### src/design/ott_ram.sv
module ott_ram #(
  parameter int WIDTH = 8,
  parameter int DEPTH = 16
) (
  input  logic                     clk,
  input  logic                     we,
  input  logic [$clog2(DEPTH)-1:0] waddr,
  input  logic [WIDTH-1:0]         wdata,
  input  logic [$clog2(DEPTH)-1:0] raddr,
  output logic [WIDTH-1:0]         rdata
);

  logic [WIDTH-1:0] mem [DEPTH];
  logic [WIDTH-1:0] rdata_r;

  always_ff @(posedge clk) begin
    if (we) begin
      mem[waddr] <= wdata;
    end
    rdata_r <= mem[raddr];
  end

  assign rdata = rdata_r;

endmodule

### config.mk
export PLATFORM = sky130hd
export DESIGN_NAME = ott_ram
export DESIGN_NICKNAME = d
export VERILOG_FILES = /design/src/design/ott_ram.sv
export SDC_FILE = /design/constraint.sdc
export NUM_CORES = 1
export LEC_CHECK = 0
export ABC_AREA = 1
export BUFFER_PORTS_ARGS = -buffer_cell sky130_fd_sc_hd__buf_2
export CORE_ASPECT_RATIO = 1.1
export CORE_MARGIN = 4
export CORE_UTILIZATION = 60
export DETAILED_ROUTE_END_ITERATION = 16
export PLACE_DENSITY = 0.78
export SETUP_SLACK_MARGIN = 0.05
export SYNTH_ARGS = -nofsm -noshare
export SYNTH_HDL_FRONTEND = slang
export SYNTH_SLANG_ARGS = --single-unit
### constraint.sdc
create_clock -name clk -period 2.4 [get_ports clk]
set_input_delay 0.12 -clock clk [delete_from_list [all_inputs] [get_ports clk]]
set_output_delay 0.12 -clock clk [all_outputs]
set_load 0.05 [all_outputs]
# Word-level counts from Yosys, hierarchy flattened
# Memories as Yosys holds them, arrays and structs flattened. A register that Yosys moved wholly into a read port is not among the register bits.
# Cells that the tools add are included.
dict set report word_totals {
  regBits 0
  word_cells 3
  memories 1
  mem_bits_rw 128
  out_inout_bits 8
  in_bits 18
}
# memory depth width rd rd_clocked_by_memory_dff write_ports line_no
set mem_list {}
lappend mem_list {mem 16 8 1 1 1 13} ;# logic [WIDTH-1:0] mem [DEPTH];
dict set report classes {
  n_mux 2
}
# operator count
set op_table {}
lappend op_table {{$mux W1} 2}

# Depth between registers and ports, before layout
dict set report logic_depth {
  word_depth 2
  depth_mapped 8
  mapped_depth_nobuf 7
}

# Least setup slack after synthesis
# OpenSTA, ideal clock, no wires.
dict set report synth_timing {
  path_kind {input to register}
  from {input waddr[2]}
  to {memory mem[10][0] (enable)}
  t_arrival_ns 0.701
  path_stages 2
  slack_ns 1.329
  setup_ns 0.370
  n_path_buf 0
  t_required_ns 2.030
  cell_sequence {nand3b_1 > nor2_1}
}
# item line_no
set synth_lines {}
lappend synth_lines {{start: declaration} 7} ;# input logic [$clog2(DEPTH)-1:0] waddr,
lappend synth_lines {{end: declaration} 13}
# No word-level cell before the write port.

# Final worst setup path
dict set report layout_timing {
  from {register rdata_r[3] (netlist: rdata[3]), read port of mem}
  to {output rdata[3]}
}
# item line_no
set layout_lines {}
lappend layout_lines {{start: declaration} 14} ;# logic [WIDTH-1:0] rdata_r;
lappend layout_lines {{end: declaration} 10} ;# output logic [WIDTH-1:0] rdata
# No word-level cell between the ends.

==> summary.txt <==
Routing
  • 1st-iter DRT viols: 395
  • Routed WL: 12800 um
  • DRC violations left: 0
  • Vias: 3926
  • First drt pass iteration count: 5
  • Avg Vias per Cell: 5.55
  • DR WL/cell: 18.1 um
  • Antenna viol nets, final: 0

CTS
  • TritonCTS clock tree: built
  • H-tree depth: 4
  • Num CTS Buffers: 17
  • CTS Sinks: 136
  • Post-CTS setup buffers: 0
  • Clock Latency Late Sink: 540 ps
  • Clk buf depth: 2
  • Clock-pin slew on the worst setup and hold paths: 60 ps
  • Clock tree root driver cell: clkbuf_8

Status
  • Status: complete, no violations

Timing
  • Minimum clock period: 1280 ps
  • Setup violators final: 0
  • Max Clock Skew: 5.32 ps
  • Fin crit share: 53.4%
  • Tightest Pin Transition: 872 ps
  • Post-Route Setup TNS: 0 ps
  • Fin. max-slew vios: 0
  • Peak Freq: 780 MHz
  • RSZ-0062 raised after global routing: no
  • Final hold vios: 0
  • Max-slew headroom: 41.6%

Setup path
  • Crit Path Category: reg -> out
  • Critical Path AT: 1160 ps
  • FF-to-FF setup slack: 1310 ps
  • Crit path required time: 2280 ps
  • Delay-heaviest family, CP: flip-flops
  • CP Cell Sequence: buf_2
  • Crit path largest cell delay: 350 ps
  • Worst path slowest cell: dfxtp_1
  • Crit-path max FO: 1
  • Buffers & Inverters on Critical Path: 1
  • Worst setup EP type: output port
  • Critical path startpoint category: flip-flop

Placed design
  • Post-DP HPWL: 7660 um
  • Dpl cells: 672
  • RePlAce Congestion: 0.899
  • IO buf count: 25

Cells and area
  • Final #Nets: 596
  • Layout area overhead: 13.5%
  • Finished Layout Cells: 708
  • Antenna fix cells: 0
  • Final Util: 70.0%
  • Share of cells above drive strength 1: 9.81%

Floorplan
  • Row cnt: 37
  • CORE AREA: 0.00935 mm^2
  • Die area: 0.0112 mm^2
  • I/O pin total: 26
  • Die width: 101 um
  • Die H: 111 um
  • Initial Util: 61.7%

Yosys
  • Sequential fraction of the synthesis area: 69.4%
  • Synth Instances: 551
  • Mean Syn Cell Area: 10.5 um^2
  • Synthesized flop and latch total: 136
  • Net Count, Synth: 569
  • Yosys warns: 0
  • Unique masters post-synth: 12
  • Synth Cell Area: 0.00577 mm^2

Hold path
  • Worst hold path class: in -> reg

Flow run
  • Total of max-cap violations: 0

Global route
  • Initial antenna violation count: 0
  • Global Route Usage Sum: 24.7%
  • GR Util met2: 37.7%
  • Met3 global-route usage: 9.13%
  • Pin count of the biggest net entering global routing: 65
  • First-pass GRT wire length: 20300 um
  • Busiest grt layer: met2
  • Gr ovfl total: 0
  • M1 GR Usage: 29.7%
  • Vias in the first global route: 3962

Power
  • Worst VDD drop: 0.670 mV
  • Lkg Pwr: 0.00283 uW
  • Pwr per Cell Area: 866 mW/mm^2
  • Total power: 5670 uW
Yosys cell counts, drive strengths merged:
cell type	number	area, um^2
nor2	17	63.8
nand2	173	649
dfxtp	8	160
nand3b	2	15.0
edfxtp	128	3840
nand3	97	485
buf	24	166
inv	102	383
sequential cells by signal (all words and copies together), names as in the netlist:
| signal | flops |
|---|---|
| mem | 128 |
| rdata | 8 |
cells by family (layout without fill, tap and decap cells):
logic type	Yosys count	in the layout	synth area share, %
AND/OR/NAND/NOR	289	289	21.0
flip-flops	136	136	69.4
buffers and inverters	126	166	9.52
final timing paths:
kind | startpoint | cells past startpoint | endpoint
setup / recovery | rdata[3] | 1 | rdata[3]
hold / removal | wdata[3] | 1 | mem[0][3]
setup reg to reg | mem[3][3] | 6 | rdata[3]
hold reg to reg | mem[12][5] | 6 | rdata[5]
layer usage:
layer | routed length, um | share of wire [%]
met2 | 6270 | 49
met4 | 638 | 5.0
met5 | 0 | 0
met3 | 1190 | 9.2
met1 | 4730 | 37
cells in the final DEF (no fill, tap or decap), types with 4 or more instances in the layout:
master,Yosys,routed
edfxtp_1,128,128
clkinv_1,0,4
buf_2,13,25
nand3_1,97,97
nand2_1,173,173
dfxtp_1,8,8
inv_1,100,100
clkinvlp_4,0,4
dlygate4sd3_1,0,4
nor2_1,17,17
clkbuf_16,0,16
bufinv_16,0,4
where the power goes:
part           switching [uW]  internal (uW)  total [uW]
registers                16.6           2660        2670
logic                     280           91.3         371
clock network             955           1670        2620
total                    1250           4410        5670
area by class of cell:
cell class | instances | area [um^2]
Multi-Input combinational cell | 289 | 1210
Tap cell | 117 | 146
Clock inverter | 15 | 184
Fill cell | 660 | 2810
Clock buffer | 17 | 414
Timing Repair Buffer | 32 | 200
Sequential cell | 136 | 4000
Inverter | 102 | 383
stage by stage:
stage | hold slack (ps) | area [um^2] | setup WS, ps
floorplan | 219 | 5770 | 1330
global placement | 484 | 5910 | 874
detailed placement | 488 | 5910 | 794
CTS | 7.64 | 6550 | 1090
global route | 18.3 | 6550 | 1090
finish | 28.7 | 6550 | 1120
timing repair:
action	CTS	global route
hold buffers	4	0
endpoints found under the hold margin	42	0
resized for setup	0	0
setup endpoints to repair	0	0
Power figures use the tool's default switching activity.
